$ cat config.mk
export PLATFORM = sky130hd
export DESIGN_NAME = pulse_beat_detector
export DESIGN_NICKNAME = d
export VERILOG_FILES = /design/src/rtl/pbd_pkg.sv /design/src/rtl/pbd_queue.sv /design/src/rtl/pbd_front.sv /design/src/rtl/pbd_div.sv /design/src/rtl/pbd_back.sv /design/src/rtl/pulse_beat_detector.sv
export VERILOG_INCLUDE_DIRS = /design/src /design/src/rtl
export SDC_FILE = /design/constraint.sdc
export NUM_CORES = 2
export LEC_CHECK = 0
export BUFFER_PORTS_ARGS = -buffer_cell sky130_fd_sc_hd__buf_2
export CORE_AREA = 10 10 370 372
export CTS_BUF_LIST = sky130_fd_sc_hd__clkbuf_4 sky130_fd_sc_hd__clkbuf_8
export DETAILED_ROUTE_END_ITERATION = 8
export DIE_AREA = 0 0 380 382
export PLACE_DENSITY_LB_ADDON = 0.08
export RECOVER_POWER = 100
export SLEW_MARGIN = 0
export SYNTH_ARGS = -nofsm -noshare
export SYNTH_HDL_FRONTEND = slang
export SYNTH_HIERARCHICAL = 1
export SYNTH_SLANG_ARGS = --single-unit
$ cat constraint.sdc
create_clock -name clock -period 21.5 [get_ports clock]
set_clock_uncertainty 0.2 [all_clocks]
set_input_delay 0 -clock clock [delete_from_list [all_inputs] [get_ports clock]]
set_output_delay 0 -clock clock [all_outputs]
set_load 0.005 [all_outputs]
$ cat src/rtl/pulse_beat_detector_macros.svh
// Assertion helpers. The enclosing module must have clock and reset in scope.
`ifndef PULSE_BEAT_DETECTOR_MACROS_SVH
`define PULSE_BEAT_DETECTOR_MACROS_SVH

// Same-cycle implication, disabled during reset.
`define PBD_ASSERT_IMP(label, ante, cons, msg) \
   label: assert property (@(posedge clock) disable iff (reset) (ante) |-> (cons)) \
      else $error(msg);

// Next-cycle implication, disabled during reset.
`define PBD_ASSERT_NXT(label, ante, cons, msg) \
   label: assert property (@(posedge clock) disable iff (reset) (ante) |=> (cons)) \
      else $error(msg);

`endif

$ cat src/rtl/pbd_pkg.sv
package pbd_pkg;

   localparam int unsigned SAMPLE_W    = 10;
   localparam int unsigned LEVEL_W     = 10;
   localparam int unsigned INTERVAL_W  = 16;
   localparam int unsigned RATE_W      = 8;
   localparam int unsigned MS_W        = 32;
   localparam int unsigned CSR_IDX_W   = 2;
   localparam int unsigned CSR_DATA_W  = 16;
   localparam int unsigned QUEUE_DEPTH = 4;
   localparam int unsigned QUEUE_PTR_W = $clog2(QUEUE_DEPTH);

   localparam logic [3:0]            STEP_RESET       = 4'd2;
   localparam logic [11:0]           REFRACTORY_RESET = 12'd250;
   localparam logic [15:0]           TIMEOUT_RESET    = 16'd2500;
   localparam logic [LEVEL_W-1:0]    LEVEL_RESTART    = 10'd512;
   localparam logic [LEVEL_W-1:0]    THRESHOLD_RESET  = 10'd525;
   localparam logic [LEVEL_W-1:0]    LEVEL_MAX        = 10'd1023;
   localparam logic [INTERVAL_W-1:0] INTERVAL_RESET   = 16'd600;
   localparam logic [INTERVAL_W-1:0] INTERVAL_MAX     = 16'hFFFF;
   // three fifths of the reset interval
   localparam logic [INTERVAL_W-1:0] SETTLE_RESET     = 16'd360;
   localparam logic [INTERVAL_W-1:0] RATE_NUMERATOR   = 16'd60000;
   localparam logic [RATE_W-1:0]     RATE_MAX         = 8'd255;
   // x / 5 == (x * 52429) >> 18, exact for 16-bit x
   localparam logic [16:0]           DIV5_RECIP       = 17'd52429;
   localparam int unsigned           DIV5_SHIFT       = 18;

   typedef enum logic [CSR_IDX_W-1:0] {
      CSR_SAMPLE_STEP = 2'd0,
      CSR_REFRACTORY  = 2'd1,
      CSR_TIMEOUT     = 2'd2
   } csr_index_type;

   typedef struct packed {
      logic [3:0]  step_ms;
      logic [11:0] refractory_ms;
      logic [15:0] timeout_ms;
   } cfg_type;

   // one classified sample, handed from front to back
   typedef struct packed {
      logic                  beat;
      logic                  pulse;
      logic                  fill;
      logic                  form;
      logic [INTERVAL_W-1:0] interval;
   } job_type;

   typedef struct packed {
      logic full;
      logic empty;
   } queue_status_type;

endpackage

$ cat src/rtl/pbd_queue.sv
`include "pulse_beat_detector_macros.svh"

module pbd_queue (
   input  logic                      clock,
   input  logic                      reset,
   input  logic                      push,
   input  pbd_pkg::job_type          push_job,
   input  logic                      pop,
   output pbd_pkg::job_type          head_job,
   output pbd_pkg::queue_status_type status
);
   import pbd_pkg::*;

   job_type                slot_ff [QUEUE_DEPTH];
   logic [QUEUE_PTR_W-1:0] wr_ptr_ff, wr_ptr_in;
   logic [QUEUE_PTR_W-1:0] rd_ptr_ff, rd_ptr_in;
   logic [QUEUE_PTR_W:0]   count_ff, count_in;

   assign status.full  = (count_ff == (QUEUE_PTR_W+1)'(QUEUE_DEPTH));
   assign status.empty = (count_ff == '0);
   assign head_job     = slot_ff[rd_ptr_ff];

   assign wr_ptr_in = push ? wr_ptr_ff + 1'b1 : wr_ptr_ff;
   assign rd_ptr_in = pop ? rd_ptr_ff + 1'b1 : rd_ptr_ff;

   always_comb begin
      count_in = count_ff;
      if (push && !pop) begin
         count_in = count_ff + 1'b1;
      end else if (pop && !push) begin
         count_in = count_ff - 1'b1;
      end
   end

   always_ff @(posedge clock) begin
      if (push) begin
         slot_ff[wr_ptr_ff] <= push_job;
      end
   end

   always_ff @(posedge clock) begin
      if (reset) begin
         wr_ptr_ff <= '0;
         rd_ptr_ff <= '0;
         count_ff  <= '0;
      end else begin
         wr_ptr_ff <= wr_ptr_in;
         rd_ptr_ff <= rd_ptr_in;
         count_ff  <= count_in;
      end
   end

   `PBD_ASSERT_IMP(a_no_push_full, push, !status.full, "queue push while full")
   `PBD_ASSERT_IMP(a_no_pop_empty, pop, !status.empty, "queue pop while empty")

endmodule

$ cat src/rtl/pbd_front.sv
module pbd_front (
   input  logic                              clock,
   input  logic                              reset,
   input  logic                              req_valid,
   output logic                              req_ready,
   input  logic [pbd_pkg::SAMPLE_W-1:0]      req_sample,
   input  pbd_pkg::cfg_type                  cfg,
   input  pbd_pkg::queue_status_type         q_status,
   output logic                              q_push,
   output pbd_pkg::job_type                  q_job
);
   import pbd_pkg::*;

   typedef enum logic [5:0] {
      F_IDLE = 6'b000001,
      F_ELAP = 6'b000010,
      F_EVAL = 6'b000100,
      F_PUSH = 6'b001000,
      F_DIV5 = 6'b010000,
      F_MUL3 = 6'b100000
   } front_state_type;

   front_state_type       state_ff, state_in;
   logic [SAMPLE_W-1:0]   sample_ff;
   logic [MS_W-1:0]       clock_ff, clock_in;
   logic [MS_W-1:0]       last_ff, last_in;
   logic [MS_W-1:0]       elapsed_ff, elapsed_in;
   logic [INTERVAL_W-1:0] interval_ff, interval_in;
   logic [INTERVAL_W-1:0] settle_ff, settle_in;
   logic [13:0]           fifth_ff, fifth_in;
   logic                  flag_ff, flag_in;
   logic [LEVEL_W-1:0]    peak_ff, peak_in;
   logic [LEVEL_W-1:0]    trough_ff, trough_in;
   logic [LEVEL_W-1:0]    thr_ff, thr_in;
   logic                  first_ff, first_in;
   logic                  second_ff, second_in;
   job_type               job_ff, job_in;

   logic                  accept;
   logic                  below, above, settled, beat, expired;
   logic [INTERVAL_W-1:0] interval_sat;
   logic [LEVEL_W-1:0]    peak_c, trough_c, level_c;
   logic signed [10:0]    amp_c, half_c;
   logic signed [11:0]    mid_c;
   logic                  fill_c, form_c;
   logic [32:0]           fifth_prod;

   assign req_ready = (state_ff == F_IDLE);
   assign accept    = req_valid && req_ready;
   assign q_push    = (state_ff == F_PUSH) && !q_status.full;
   assign q_job     = job_ff;

   assign clock_in   = clock_ff + MS_W'(cfg.step_ms);
   assign elapsed_in = clock_ff - last_ff;

   // classification on the registered elapsed time
   assign below   = sample_ff < thr_ff;
   assign above   = sample_ff > thr_ff;
   assign settled = elapsed_ff > MS_W'(settle_ff);
   assign expired = elapsed_ff > MS_W'(cfg.timeout_ms);
   assign beat    = (elapsed_ff > MS_W'(cfg.refractory_ms)) && above && !flag_ff && settled;
   assign interval_sat = (elapsed_ff[MS_W-1:INTERVAL_W] != '0) ? INTERVAL_MAX
                                                                : elapsed_ff[INTERVAL_W-1:0];

   assign trough_c = (below && settled && (sample_ff < trough_ff)) ? sample_ff : trough_ff;
   assign peak_c   = (above && (sample_ff > peak_ff)) ? sample_ff : peak_ff;

   // mid level, halved amplitude truncated toward zero
   assign amp_c  = $signed({1'b0, peak_c}) - $signed({1'b0, trough_c});
   assign half_c = (amp_c + $signed({10'b0, amp_c[10]})) >>> 1;
   assign mid_c  = $signed({half_c[10], half_c}) + $signed({2'b00, trough_c});

   always_comb begin
      if (mid_c[11]) begin
         level_c = '0;
      end else if (mid_c[10]) begin
         level_c = LEVEL_MAX;
      end else begin
         level_c = mid_c[LEVEL_W-1:0];
      end
   end

   always_comb begin
      flag_in     = flag_ff;
      last_in     = last_ff;
      interval_in = interval_ff;
      first_in    = first_ff;
      second_in   = second_ff;
      thr_in      = thr_ff;
      peak_in     = peak_c;
      trough_in   = trough_c;
      fill_c      = 1'b0;
      form_c      = 1'b0;
      if (beat) begin
         flag_in     = 1'b1;
         interval_in = interval_sat;
         last_in     = clock_ff;
         if (second_ff) begin
            second_in = 1'b0;
            fill_c    = 1'b1;
         end
         if (first_ff) begin
            first_in  = 1'b0;
            second_in = 1'b1;
         end else begin
            form_c = 1'b1;
         end
      end
      // the first beat ends the sample: no pulse end, no timeout
      if (!(beat && first_ff)) begin
         if (below && flag_in) begin
            flag_in   = 1'b0;
            thr_in    = level_c;
            peak_in   = level_c;
            trough_in = level_c;
         end
         if (expired) begin
            thr_in    = LEVEL_RESTART;
            peak_in   = LEVEL_RESTART;
            trough_in = LEVEL_RESTART;
            last_in   = clock_ff;
            first_in  = 1'b1;
            second_in = 1'b0;
         end
      end
   end

   assign job_in = '{beat: beat, pulse: flag_in, fill: fill_c, form: form_c,
                     interval: interval_in};

   // settle time = (interval / 5) * 3
   assign fifth_prod = 33'(interval_ff) * 33'(DIV5_RECIP);
   assign fifth_in   = 14'(fifth_prod >> DIV5_SHIFT);
   assign settle_in  = INTERVAL_W'({fifth_ff, 1'b0}) + INTERVAL_W'(fifth_ff);

   always_comb begin
      state_in = state_ff;
      unique case (state_ff)
         F_IDLE: begin
            if (accept) begin
               state_in = F_ELAP;
            end
         end
         F_ELAP: state_in = F_EVAL;
         F_EVAL: state_in = F_PUSH;
         F_PUSH: begin
            if (!q_status.full) begin
               state_in = job_ff.beat ? F_DIV5 : F_IDLE;
            end
         end
         F_DIV5: state_in = F_MUL3;
         F_MUL3: state_in = F_IDLE;
         default: state_in = F_IDLE;
      endcase
   end

   always_ff @(posedge clock) begin
      if (accept) begin
         sample_ff <= req_sample;
      end
      if (state_ff == F_ELAP) begin
         elapsed_ff <= elapsed_in;
      end
      if (state_ff == F_EVAL) begin
         job_ff <= job_in;
      end
      if (state_ff == F_DIV5) begin
         fifth_ff <= fifth_in;
      end
   end

   always_ff @(posedge clock) begin
      if (reset) begin
         state_ff    <= F_IDLE;
         clock_ff    <= '0;
         last_ff     <= '0;
         interval_ff <= INTERVAL_RESET;
         settle_ff   <= SETTLE_RESET;
         flag_ff     <= 1'b0;
         peak_ff     <= LEVEL_RESTART;
         trough_ff   <= LEVEL_RESTART;
         thr_ff      <= THRESHOLD_RESET;
         first_ff    <= 1'b1;
         second_ff   <= 1'b0;
      end else begin
         state_ff <= state_in;
         if (accept) begin
            clock_ff <= clock_in;
         end
         if (state_ff == F_EVAL) begin
            last_ff     <= last_in;
            interval_ff <= interval_in;
            flag_ff     <= flag_in;
            peak_ff     <= peak_in;
            trough_ff   <= trough_in;
            thr_ff      <= thr_in;
            first_ff    <= first_in;
            second_ff   <= second_in;
         end
         if (state_ff == F_MUL3) begin
            settle_ff <= settle_in;
         end
      end
   end

endmodule

$ cat src/rtl/pbd_div.sv
`include "pulse_beat_detector_macros.svh"

module pbd_div #(
   parameter int unsigned WIDTH = 20
) (
   input  logic             clock,
   input  logic             reset,
   input  logic             start,
   input  logic [WIDTH-1:0] num,
   input  logic [WIDTH-1:0] den,
   output logic             done,
   output logic [WIDTH-1:0] quot
);
   localparam int unsigned CNT_W = $clog2(WIDTH);

   logic             busy_ff, busy_in;
   logic             done_ff, done_in;
   logic [CNT_W-1:0] cnt_ff, cnt_in;
   logic [WIDTH-1:0] rem_ff, rem_in;
   logic [WIDTH-1:0] quo_ff, quo_in;
   logic [WIDTH-1:0] den_ff;
   logic [WIDTH:0]   rem_shift;
   logic             fits;

   // restoring divider, one quotient bit per cycle
   assign rem_shift = {rem_ff, quo_ff[WIDTH-1]};
   assign fits      = rem_shift >= {1'b0, den_ff};

   always_comb begin
      busy_in = busy_ff;
      done_in = 1'b0;
      cnt_in  = cnt_ff;
      rem_in  = rem_ff;
      quo_in  = quo_ff;
      if (start) begin
         busy_in = 1'b1;
         cnt_in  = CNT_W'(WIDTH - 1);
         rem_in  = '0;
         quo_in  = num;
      end else if (busy_ff) begin
         rem_in = fits ? WIDTH'(rem_shift - {1'b0, den_ff}) : rem_shift[WIDTH-1:0];
         quo_in = {quo_ff[WIDTH-2:0], fits};
         cnt_in = cnt_ff - 1'b1;
         if (cnt_ff == '0) begin
            busy_in = 1'b0;
            done_in = 1'b1;
         end
      end
   end

   assign done = done_ff;
   assign quot = quo_ff;

   always_ff @(posedge clock) begin
      rem_ff <= rem_in;
      quo_ff <= quo_in;
      cnt_ff <= cnt_in;
      if (start) begin
         den_ff <= den;
      end
   end

   always_ff @(posedge clock) begin
      if (reset) begin
         busy_ff <= 1'b0;
         done_ff <= 1'b0;
      end else begin
         busy_ff <= busy_in;
         done_ff <= done_in;
      end
   end

   `PBD_ASSERT_IMP(a_start_idle, start, !busy_ff, "divider started while busy")
   `PBD_ASSERT_NXT(a_done_after_last, busy_ff && (cnt_ff == '0), done_ff && !busy_ff, "divider missed done")

endmodule

$ cat src/rtl/pbd_back.sv
`include "pulse_beat_detector_macros.svh"

module pbd_back #(
   parameter int unsigned HISTORY_DEPTH = 10
) (
   input  logic                               clock,
   input  logic                               reset,
   input  pbd_pkg::queue_status_type          q_status,
   output logic                               q_pop,
   input  pbd_pkg::job_type                   q_job,
   output logic                               rsp_valid,
   input  logic                               rsp_ready,
   output logic [pbd_pkg::RATE_W-1:0]         rsp_rate_bpm,
   output logic                               rsp_beat_found,
   output logic                               rsp_pulse_high,
   output logic [pbd_pkg::INTERVAL_W-1:0]     rsp_interval_ms
);
   import pbd_pkg::*;

   localparam int unsigned IDX_W = $clog2(HISTORY_DEPTH);
   localparam int unsigned SUM_W = INTERVAL_W + IDX_W;
   localparam logic [IDX_W-1:0] LAST_IDX = IDX_W'(HISTORY_DEPTH - 1);
   // sum / HISTORY_DEPTH == (sum * MEAN_RECIP) >> MEAN_SHIFT, exact for any SUM_W-bit sum
   localparam int unsigned      MEAN_SHIFT = SUM_W + IDX_W;
   localparam int unsigned      PROD_W     = 2 * SUM_W + 1;
   localparam logic [SUM_W:0]   MEAN_RECIP =
      (SUM_W+1)'((64'd1 << MEAN_SHIFT) / 64'(HISTORY_DEPTH) + 64'd1);

   typedef enum logic [7:0] {
      B_IDLE  = 8'b00000001,
      B_FILL  = 8'b00000010,
      B_READ  = 8'b00000100,
      B_UPD   = 8'b00001000,
      B_MEAN  = 8'b00010000,
      B_MEANW = 8'b00100000,
      B_RATEW = 8'b01000000,
      B_DONE  = 8'b10000000
   } back_state_type;

   back_state_type        state_ff, state_in;
   job_type               job_ff;
   logic [INTERVAL_W-1:0] hist_mem [HISTORY_DEPTH];
   logic [INTERVAL_W-1:0] hist_rd_ff;
   logic                  hist_we;
   logic [IDX_W-1:0]      hist_waddr;
   logic [IDX_W-1:0]      idx_ff, idx_in;
   logic [IDX_W-1:0]      ptr_ff, ptr_in;
   logic [SUM_W-1:0]      sum_ff, sum_in;
   logic [RATE_W-1:0]     rate_ff, rate_in;
   logic                  out_valid_ff, out_valid_in;
   logic [RATE_W-1:0]     out_rate_ff;
   logic                  out_beat_ff, out_pulse_ff;
   logic [INTERVAL_W-1:0] out_interval_ff;
   logic                  load;

   logic [PROD_W-1:0]     mean_prod;
   logic [INTERVAL_W-1:0] mean_ff;
   logic                  div_start, div_done;
   logic [INTERVAL_W-1:0] div_quot;
   logic                  mean_zero;

   assign q_pop     = (state_ff == B_IDLE) && !q_status.empty;
   assign load      = (state_ff == B_DONE) && (!out_valid_ff || rsp_ready);

   // mean by reciprocal multiply, registered in B_MEAN
   assign mean_prod = PROD_W'(sum_ff) * PROD_W'(MEAN_RECIP);
   assign mean_zero = (mean_ff == '0);

   assign div_start = (state_ff == B_MEANW) && !mean_zero;

   pbd_div #(
      .WIDTH (INTERVAL_W)
   ) u_div (
      .clock (clock),
      .reset (reset),
      .start (div_start),
      .num   (RATE_NUMERATOR),
      .den   (mean_ff),
      .done  (div_done),
      .quot  (div_quot)
   );

   assign hist_we    = (state_ff == B_FILL) || (state_ff == B_UPD);
   assign hist_waddr = (state_ff == B_FILL) ? idx_ff : ptr_ff;

   always_comb begin
      state_in = state_ff;
      idx_in   = idx_ff;
      ptr_in   = ptr_ff;
      sum_in   = sum_ff;
      rate_in  = rate_ff;
      unique case (state_ff)
         B_IDLE: begin
            if (q_pop) begin
               if (q_job.fill) begin
                  idx_in   = '0;
                  sum_in   = '0;
                  state_in = B_FILL;
               end else if (q_job.form) begin
                  state_in = B_READ;
               end else begin
                  state_in = B_DONE;
               end
            end
         end
         B_FILL: begin
            sum_in = sum_ff + SUM_W'(job_ff.interval);
            idx_in = idx_ff + 1'b1;
            if (idx_ff == LAST_IDX) begin
               state_in = job_ff.form ? B_READ : B_DONE;
            end
         end
         B_READ: state_in = B_UPD;
         B_UPD: begin
            // oldest entry drops out, newest goes into its slot
            sum_in   = sum_ff - SUM_W'(hist_rd_ff) + SUM_W'(job_ff.interval);
            ptr_in   = (ptr_ff == LAST_IDX) ? '0 : ptr_ff + 1'b1;
            state_in = B_MEAN;
         end
         B_MEAN: state_in = B_MEANW;
         B_MEANW: begin
            if (mean_zero) begin
               rate_in  = RATE_MAX;
               state_in = B_DONE;
            end else begin
               state_in = B_RATEW;
            end
         end
         B_RATEW: begin
            if (div_done) begin
               rate_in  = (div_quot > INTERVAL_W'(RATE_MAX)) ? RATE_MAX
                                                              : div_quot[RATE_W-1:0];
               state_in = B_DONE;
            end
         end
         B_DONE: begin
            if (load) begin
               state_in = B_IDLE;
            end
         end
         default: state_in = B_IDLE;
      endcase
   end

   assign out_valid_in = load ? 1'b1 : (rsp_ready ? 1'b0 : out_valid_ff);

   always_ff @(posedge clock) begin
      if (hist_we) begin
         hist_mem[hist_waddr] <= job_ff.interval;
      end
      hist_rd_ff <= hist_mem[ptr_ff];
   end

   always_ff @(posedge clock) begin
      if (q_pop) begin
         job_ff <= q_job;
      end
      if (state_ff == B_MEAN) begin
         mean_ff <= mean_prod[MEAN_SHIFT +: INTERVAL_W];
      end
      idx_ff <= idx_in;
      if (load) begin
         out_rate_ff     <= rate_ff;
         out_beat_ff     <= job_ff.beat;
         out_pulse_ff    <= job_ff.pulse;
         out_interval_ff <= job_ff.interval;
      end
   end

   always_ff @(posedge clock) begin
      if (reset) begin
         state_ff     <= B_IDLE;
         ptr_ff       <= '0;
         sum_ff       <= '0;
         rate_ff      <= '0;
         out_valid_ff <= 1'b0;
      end else begin
         state_ff     <= state_in;
         ptr_ff       <= ptr_in;
         sum_ff       <= sum_in;
         rate_ff      <= rate_in;
         out_valid_ff <= out_valid_in;
      end
   end

   assign rsp_valid       = out_valid_ff;
   assign rsp_rate_bpm    = out_rate_ff;
   assign rsp_beat_found  = out_beat_ff;
   assign rsp_pulse_high  = out_pulse_ff;
   assign rsp_interval_ms = out_interval_ff;

   `PBD_ASSERT_IMP(a_div_done_waited, div_done, state_ff == B_RATEW, "divider done unexpected")

endmodule

$ cat src/rtl/pulse_beat_detector.sv
// Channel  | Direction | Handshake            | Payload
// ---------+-----------+----------------------+-------------------------------------------
// req      | in        | req_valid/req_ready  | req_sample[9:0]
// rsp      | out       | rsp_valid/rsp_ready  | rsp_rate_bpm, rsp_beat_found,
//          |           |                      | rsp_pulse_high, rsp_interval_ms
// csr      | in        | csr_valid/csr_ready  | csr_index[1:0], csr_wdata[15:0]
//
// Front takes one sample at a time, held in F_PUSH while the queue is full, and adds
// F_DIV5 and F_MUL3 when it detects a heart beat, to refresh the settle time; it runs
// ahead of the back through a 4-entry queue. Back: a sample without a new rate skips the
// divider; a rate sample waits in B_RATEW on the 16-bit restoring divider for 60000 / mean
// (the mean is one reciprocal multiply); a restart's second beat first fills every history entry.
// Reset is synchronous, active high; history RAM is not cleared (always filled first).
// rsp_ready low only holds the output register; the front keeps accepting until the
// queue fills.
module pulse_beat_detector #(
   parameter int unsigned HISTORY_DEPTH = 10
) (
   input  logic                                clock,
   input  logic                                reset,
   // sample input
   input  logic                                req_valid,
   output logic                                req_ready,
   input  logic [pbd_pkg::SAMPLE_W-1:0]        req_sample,
   // result output
   output logic                                rsp_valid,
   input  logic                                rsp_ready,
   output logic [pbd_pkg::RATE_W-1:0]          rsp_rate_bpm,
   output logic                                rsp_beat_found,
   output logic                                rsp_pulse_high,
   output logic [pbd_pkg::INTERVAL_W-1:0]      rsp_interval_ms,
   // register writes
   input  logic                                csr_valid,
   output logic                                csr_ready,
   input  logic [pbd_pkg::CSR_IDX_W-1:0]       csr_index,
   input  logic [pbd_pkg::CSR_DATA_W-1:0]      csr_wdata
);
   import pbd_pkg::*;

   cfg_type          cfg_ff, cfg_in;
   logic             csr_write;
   queue_status_type q_status;
   logic             q_push, q_pop;
   job_type          push_job, head_job;

   // registers always take a write; index 3 is dropped
   assign csr_ready = 1'b1;
   assign csr_write = csr_valid && csr_ready;

   always_comb begin
      cfg_in = cfg_ff;
      if (csr_write) begin
         unique case (csr_index_type'(csr_index))
            CSR_SAMPLE_STEP: cfg_in.step_ms       = csr_wdata[3:0];
            CSR_REFRACTORY:  cfg_in.refractory_ms = csr_wdata[11:0];
            CSR_TIMEOUT:     cfg_in.timeout_ms    = csr_wdata[15:0];
            default:         cfg_in = cfg_ff;
         endcase
      end
   end

   always_ff @(posedge clock) begin
      if (reset) begin
         cfg_ff <= '{step_ms: STEP_RESET, refractory_ms: REFRACTORY_RESET,
                     timeout_ms: TIMEOUT_RESET};
      end else begin
         cfg_ff <= cfg_in;
      end
   end

   // front: clock, elapsed time, peak/trough/threshold tracking, beat decision
   pbd_front u_front (
      .clock      (clock),
      .reset      (reset),
      .req_valid  (req_valid),
      .req_ready  (req_ready),
      .req_sample (req_sample),
      .cfg        (cfg_ff),
      .q_status   (q_status),
      .q_push     (q_push),
      .q_job      (push_job)
   );

   // classified samples waiting for the back
   pbd_queue u_queue (
      .clock    (clock),
      .reset    (reset),
      .push     (q_push),
      .push_job (push_job),
      .pop      (q_pop),
      .head_job (head_job),
      .status   (q_status)
   );

   // back: interval history, mean and BPM division, output register
   pbd_back #(
      .HISTORY_DEPTH (HISTORY_DEPTH)
   ) u_back (
      .clock           (clock),
      .reset           (reset),
      .q_status        (q_status),
      .q_pop           (q_pop),
      .q_job           (head_job),
      .rsp_valid       (rsp_valid),
      .rsp_ready       (rsp_ready),
      .rsp_rate_bpm    (rsp_rate_bpm),
      .rsp_beat_found  (rsp_beat_found),
      .rsp_pulse_high  (rsp_pulse_high),
      .rsp_interval_ms (rsp_interval_ms)
   );

endmodule
== Yosys cells after proc, flatten, opt, wreduce, memory -nomap -nowiden ==
Memory sizes are Yosys's and may differ from the RTL's. A register that Yosys moved wholly into a read port is not among the register bits.
Cells that the tools add are included.
Storage, ports and cells
  register bits: 410
  RAM bits: 240
  bits of input ports: 33
  output and inout bits: 29
  word-level logic and storage cells: 219
  memories: 2
Memory list
  u_back.hist_mem: words 10, width 16, read ports 1, clocked after memory_dff 1, write ports 1, RTL line pbd_back.sv:42  | logic [INTERVAL_W-1:0] hist_mem [HISTORY_DEPTH];
  u_queue.slot_ff: words 4, width 20, read ports 1, clocked after memory_dff 1, write ports 1, RTL line pbd_queue.sv:14  | job_type slot_ff [QUEUE_DEPTH];
Cells by class
  add/sub/neg operators: 17
  $mul: 2
  magnitude comparators: 9
  eq/ne operators: 27
  mux-type cells: 69
  bitwise logic cells: 2
  reductions and logical operators: 45
Operators by type and width (number)
  two-way mux 10 bit: 12
  two-way mux 32 bit: 3
  two-way mux 8 bit: 11
  > comparator 32 x 16 -> 1 bit: 2
  one-hot mux 8 bit (8 select lines): 1
  one-hot mux 20 bit (3 select lines): 1
  two-way mux 16 bit: 3
  adder 20 x 16 -> 20 bit: 2
  two-way mux 20 bit: 2
  multiplier 20 x 20 -> 39 bit (second input constant): 1
  adder 32 x 4 -> 32 bit: 1
  > comparator 32 x 12 -> 1 bit: 1
  multiplier 16 x 16 -> 32 bit (second input constant): 1
  subtractor 32 bit: 1
  one-hot mux 6 bit (5 select lines): 1
  two-way mux 1 bit: 22
  > comparator 10 bit: 2
  less-than comparator 10 bit: 2
  subtractor 20 x 16 -> 20 bit: 1
  greater-or-equal comparator 17 x 16 -> 1 bit: 1
  adder 15 x 14 -> 16 bit: 1
  > comparator 16 x 8 -> 1 bit (second input constant): 1
  zero test 16 bit: 1
  two-way mux 4 bit: 4
  other kinds (49): 93

== Logic depth before layout (Yosys ltp) ==
  depth in word-level cells: 12
  mapped depth: 35
  mapped depth without buffers: 33

== By module ==
The synthesis kept the hierarchy.
Modules (own cells, without submodules)
  pbd_back: instances 1, cells an instance 1539, area each 19193.4 µm², sequential area each 7897.6 µm²
  pbd_front: instances 1, cells an instance 1967, area each 17937.2 µm², sequential area each 4984.8 µm²
  pbd_queue: instances 1, cells an instance 148, area each 3314.4 µm², sequential area each 2582.5 µm²
  pbd_div: instances 1, cells an instance 315, area each 3138.0 µm², sequential area each 1401.3 µm²
  pulse_beat_detector: instances 1, cells an instance 135, area each 1373.8 µm², sequential area each 640.6 µm²

== Worst setup path before layout ==
Ideal clock, no wire load.
  kind: register to register
  start: reg u_front.sample_ff[4]
  end: reg u_front.peak_ff[9]
  arrival time: 6.811 ns
  data required time: 21.226 ns
  slack: 14.414 ns
  cell stages (with the launch flop): 34
  buffers on the path: 1
  path through: edfxtp_1 ha_1 a41oi_1 o21ai_1 a2111oi_4 o211a_1 buf_6 nand2_2 nor2_1 a21oi_1 inv_1 ha_1 inv_1 fa_1 nor2_1 a31oi_1 nand2_2 o211ai_1 o21a_1 nor3_1 ha_1 nand3_1 xor2_1 ha_1 nand2b_1 a2111oi_0 nor3_1 and3_1 and4bb_1 nor3_2 o211ai_1 and3_1 or4_4 a31oi_1
Between the ends
  word-level cells in the longest chain between the ends: 12
  elaborated cells on any way between the ends: 23
Ends and longest elaborated chain
  start: declaration: RTL line pbd_front.sv:24  | logic [SAMPLE_W-1:0] sample_ff;
  start signal: assignment: RTL line pbd_front.sv:159  | sample_ff <= req_sample;
  less-than comparator 10 bit: RTL line pbd_front.sv:57  | assign below = sample_ff < thr_ff;
  logical AND 1 bit (2 in a row): RTL line pbd_front.sv:65  | assign trough_c = (below && settled && (sample_ff < trough_ff)) ? sample_ff : trough_ff;
  two-way mux 10 bit: RTL line pbd_front.sv:65
  subtractor 10 x 10 -> 11 bit: RTL line pbd_front.sv:69  | assign amp_c = $signed({1'b0, peak_c}) - $signed({1'b0, trough_c});
  adder 11 x 2 -> 11 bit: RTL line pbd_front.sv:70  | assign half_c = (amp_c + $signed({10'b0, amp_c[10]})) >>> 1;
  adder 10 x 11 -> 12 bit: RTL line pbd_front.sv:71  | assign mid_c = $signed({half_c[10], half_c}) + $signed({2'b00, trough_c});
  two-way mux 10 bit: RTL line pbd_front.sv:76  | end else if (mid_c[10]) begin
  two-way mux 10 bit: RTL line pbd_front.sv:74  | if (mid_c[11]) begin
  two-way mux 10 bit: RTL line pbd_front.sv:111  | if (below && flag_in) begin
  two-way mux 10 bit: RTL line pbd_front.sv:117  | if (expired) begin
  two-way mux 10 bit *: RTL line pbd_front.sv:110  | if (!(beat && first_ff)) begin
  end signal: assignment: RTL line pbd_front.sv:194  | peak_ff <= peak_in;
  end: declaration: RTL line pbd_front.sv:32  | logic [LEVEL_W-1:0] peak_ff, peak_in;
Every way passes the cells marked *; elsewhere a longest branch is shown, timed or not.
A chain may end at the register's enable or synchronous reset.

== Worst setup path after layout ==
  start: reg u_front.sample_ff[4]
  end: reg u_front.trough_ff[1]
Between the ends
  word-level cells in the longest chain between the ends: 12
  elaborated cells on any way between the ends: 23
Ends and longest elaborated chain
  less-than comparator 10 bit: RTL line pbd_front.sv:57
  logical AND 1 bit (2 in a row): RTL line pbd_front.sv:65
  two-way mux 10 bit: RTL line pbd_front.sv:65
  subtractor 10 x 10 -> 11 bit: RTL line pbd_front.sv:69
  adder 11 x 2 -> 11 bit: RTL line pbd_front.sv:70
  adder 10 x 11 -> 12 bit: RTL line pbd_front.sv:71
  two-way mux 10 bit: RTL line pbd_front.sv:76
  two-way mux 10 bit: RTL line pbd_front.sv:74
  two-way mux 10 bit: RTL line pbd_front.sv:111
  two-way mux 10 bit: RTL line pbd_front.sv:117
  two-way mux 10 bit *: RTL line pbd_front.sv:110
  end signal: assignment: RTL line pbd_front.sv:195  | trough_ff <= trough_in;
  end: declaration: RTL line pbd_front.sv:33  | logic [LEVEL_W-1:0] trough_ff, trough_in;
Marks and branches as above.

==> impl_metrics.csv <==
group,metric,value,unit
status,status,"complete, but fails checks",
status,violations,"max-capacitance violations, max-slew violations",
timing,setup_viol,0,
synthesis,yosysWarnings,6,
routing,wl_met2,56.28,mm
routing,drt-met1-wl,54.30,mm
final_layout,drive_gt1_frac,0.09169,
global_routing,grt_pass1_wl,184.8,mm
floorplan,rows,132,
cts,cts.sinks,668,
timing,grt_setup_unrepaired,"no",
cts,cts_buffers,132,
routing,drtAntennaViolNets,0,
timing,max-slew-margin-rel,-1.052,
placement,io_buffers,60,
critical_path,cp_slowest_cell,"a2111oi_0",
power,power_density,77.99,mW/mm²
cts,clkTransAtPathRegs,60,ps
power,peakVddDrop,0.06335,mV
timing,finalHoldViolCount,0,
routing,remaining_drc_errors,0,
final_layout,layout.nets,5129,
global_routing,first_global_vias,31519,
routing,dr.pass1.iters,5,
routing,drt-total-wl,117.5,mm
job,maxCapViolations,19,
placement,gp_congestion,0.8686,
timing,post-route-period-util,0.4882,
synthesis,syn-instance-count,4104,
critical_path,cp_data_required_time,21960,ps
cts,cts_buffer_depth,3,
synthesis,yosys.area_share.simple,0.1038,
cts,clk-insertion-delay-late,820,ps
routing,dr.max_layer_used,"met5",
synthesis,synth_seq_area_share,0.3894,
global_routing,antenna_found_initial,4,
synthesis,synth.distinct_cells,117,
timing,fmax,95.27,MHz
floorplan,io_pins,62,
critical_path,end_kind,"flop",
hold_path,hp-start,"rsp_ready",
critical_path,worstSetupPathType,"reg2reg",
critical_path,cp_max_fo,18,
cts,post-cts-setup-buffer-count,0,
final_layout,syn_to_final_growth,12.94,%
critical_path,critPathMaxStageDelay,1820,ps
cts,root_buffer,"clkbuf_8",
critical_path,rr_worst_depth,32,
critical_path,worst-r2r-setup-slack,11000,ps
routing,viasPerCell,4.884,
critical_path,r2r-end,"u_front/trough_ff[1]",
synthesis,synthXorXnorAreaFrac,0.03390,
synthesis,ys_async_sr_fraction,0,
cts,htreeDepth,4,
global_routing,overflow,0,
synthesis,synth_compound_area_frac,0.1047,
synthesis,synth_edf_count,413,
synthesis,syn-mean-instance-area,10.95,µm²
global_routing,grt_usage,0.1615,
synthesis,synthMuxAreaShare,0.05572,
routing,dr_wl_met3,4.285,mm
floorplan,die_h,382,µm
timing,holdWs,126.0,ps
timing,setup_tns,0,ps
critical_path,start_kind,"flop",
global_routing,grt_start_max_net_pins,77,
floorplan,die_x,380,µm
synthesis,synth_flop_cell,"edfxtp_1",
synthesis,synthAdderAreaFrac,0.2516,
synthesis,ys_ff_latch,668,
floorplan,initial_core_util,0.3481,
synthesis,netlist_area,0.04496,mm²
power,p_leak,21.91,nW
cts,cts_tree,"built",
routing,drtIter0Drc,1508,
timing,fin_crit,10500,ps
final_layout,fillCellCount,12892,
timing,worst_pin_slew,3078,ps
synthesis,synth_top_family_by_area,"adder cells",
hold_path,min_path_cells,4,
floorplan,core_area,0.1292,mm²
critical_path,crit_arrival,10960,ps
floorplan,dieArea,0.1452,mm²
critical_path,r2r_start,"u_front/sample_ff[4]",
power,finalPower,3.960,mW
hold_path,worstHoldEndpoint,"u_back/rsp_valid",
placement,hpwlAfterDp,86.86,mm
routing,num_vias,30200,
routing,avgRoutedWirePerCell,19.01,µm
hold_path,worst_hold_path_type,"in2reg",
timing,finalMaxSlewViolations,631,
critical_path,crit_path_frequent_cell,"ha_1",
layout by cell type, fill, tap and decap left out, drive strengths merged, types with 21 or more instances in the layout:
cell,netlist,layout
dfxtp,255,255
dlygate4sd3,0,80
nor2b,47,47
o22ai,23,23
a31oi,22,22
inv,578,592
xnor2,105,105
and2,26,26
o21a,34,34
nor3,65,65
o21ai,115,115
a211oi,64,64
edfxtp,413,413
nand4,29,29
o31a,22,22
xor2,69,69
nand3,56,56
buf,37,44
mux4,52,52
or3,21,21
nor4,23,23
fa,234,234
a21oi,186,186
nand2,200,200
o211ai,22,22
a21o,46,46
mux2i,113,113
ha,529,529
nand2b,76,76
clkbuf,72,271
and3,31,31
nor2,301,301
synth_stat cells (9+ instances only):
master / instances / share of area
dfxtp_1: 255 / 0.11
nor2b_1: 47 / 0.0065
nor2_1: 300 / 0.025
nand4_1: 29 / 0.0040
nor4_1: 22 / 0.0031
nand3_1: 55 / 0.0061
nand2b_1: 76 / 0.011
mux2_2: 18 / 0.0045
or2_2: 13 / 0.0018
or3_1: 21 / 0.0029
ha_1: 529 / 0.15
o31a_1: 21 / 0.0041
clkbuf_1: 70 / 0.0058
a211oi_1: 61 / 0.010
nand3b_1: 11 / 0.0018
a21oi_1: 184 / 0.020
fa_1: 234 / 0.10
edfxtp_1: 413 / 0.28
mux4_2: 52 / 0.026
xor2_1: 69 / 0.013
o22ai_1: 22 / 0.0031
inv_1: 576 / 0.048
nor3_1: 62 / 0.0069
o21ai_0: 97 / 0.011
a31oi_1: 20 / 0.0028
o211ai_1: 22 / 0.0037
and3_1: 29 / 0.0040
o21a_1: 34 / 0.0057
and2_1: 25 / 0.0035
mux2i_1: 113 / 0.025
a21o_1: 45 / 0.0075
xnor2_1: 105 / 0.020
buf_2: 15 / 0.0017
a2111oi_0: 9 / 0.0018
buf_6: 9 / 0.0023
nand2_1: 198 / 0.017
o21bai_1: 19 / 0.0032
o21ai_1: 17 / 0.0019
sequential cells by signal (all words and copies together) (netlist names), 14 cells and up, named ones only:
register,flops
u_back/hist_mem,160
u_queue/slot_ff,80
cfg_ff,32
u_front/clock_ff,32
u_front/elapsed_ff,32
u_front/last_ff,32
u_back/sum_ff,20
u_front/q_job,20
u_back/job_ff,19
u_back/hist_rd_ff,16
u_back/mean_ff,16
u_back/rsp_interval_ms,16
u_back/u_div/den_ff,16
u_back/u_div/quot,16
u_back/u_div/rem_ff,16
u_front/interval_ff,16
u_front/settle_ff,16
u_front/fifth_ff,14
routing by layer:
| layer | up-vias | GRT usage |
|---|---|---|
| met2 | 472 | 0.2735 |
| li1 | 14919 | - |
| met3 | 155 | 0.02958 |
| met1 | 14652 | 0.2110 |
| met4 | 2 | 0.04244 |
| met5 | - | 0 |
critical path: cells and delay by family, from the launching register on:
| family | cells | cell delay (ps) |
|---|---|---|
| AOI/OAI and AO/OA | 11 | 4260 |
| xor gates and xnor gates | 1 | 200 |
| adders and majority gates | 5 | 1520 |
| buffers and inverters | 2 | 190 |
| DFF | 1 | 520 |
| and+or+nand+nor | 13 | 3480 |
through the flow:
step	utilization	setup WS, ps	std cells	cell area (µm²)
2_1_floorplan	-	14410	4118	45010
3_3_place_gp	0.3670	12930	5861	47400
3_5_place_dp	0.3670	12810	5861	47400
4_1_cts	0.3953	12790	6181	51050
5_1_grt	0.3931	9891	6183	50770
6_report	0.3931	11000	6183	50770
layout make-up:
class	count	area (µm²)	share of cell area
Tap cell	1742	2180	0.04293
Sequential cell	668	17510	0.3448
Clock inverter	36	399.1	0.007861
Clock buffer	204	2451	0.04828
Inverter	581	2181	0.04295
Antenna cell	2	5.005	0.00009857
Multi-Input combinational cell	2759	24750	0.4874
Timing Repair Buffer	191	1303	0.02565
where the power goes:
part | switching [mW] | total [mW] | leakage (nW) | internal, mW
logic | 0.643 | 1.04 | 14.6 | 0.394
registers | 0.0546 | 1.53 | 5.83 | 1.47
clock network | 0.595 | 1.39 | 1.51 | 0.798
what timing repair did:
action,4_1_cts,5_1_grt
gates resized for setup,0,0
hold buffers,80,0
hold endpoints to repair,148,0
cell families after synthesis:
family,count (synthesis)
mux,183
simple gates,941
fa+ha+maj,764
buf+inv,691
other cells,3
flops,668
compound gates,680
xor+xnor,174
worst max path at each step:
stage / start / endpoint / slack, ps / cells after the start
final: u_front/sample_ff[4] / u_front/trough_ff[1] / 11000 / 32
after global routing: u_front/sample_ff[4] / u_front/trough_ff[1] / 9890 / 32
after CTS: u_front/sample_ff[8] / u_front/trough_ff[1] / 12790 / 32
after detailed placement: u_front/sample_ff[7] / u_front/trough_ff[0] / 12810 / 32
after global placement: u_front/sample_ff[4] / u_front/thr_ff[6] / 12930 / 32
after floorplan: u_front/sample_ff[4] / u_front/peak_ff[9] / 14410 / 33
(Power assumes the default switching activity.)
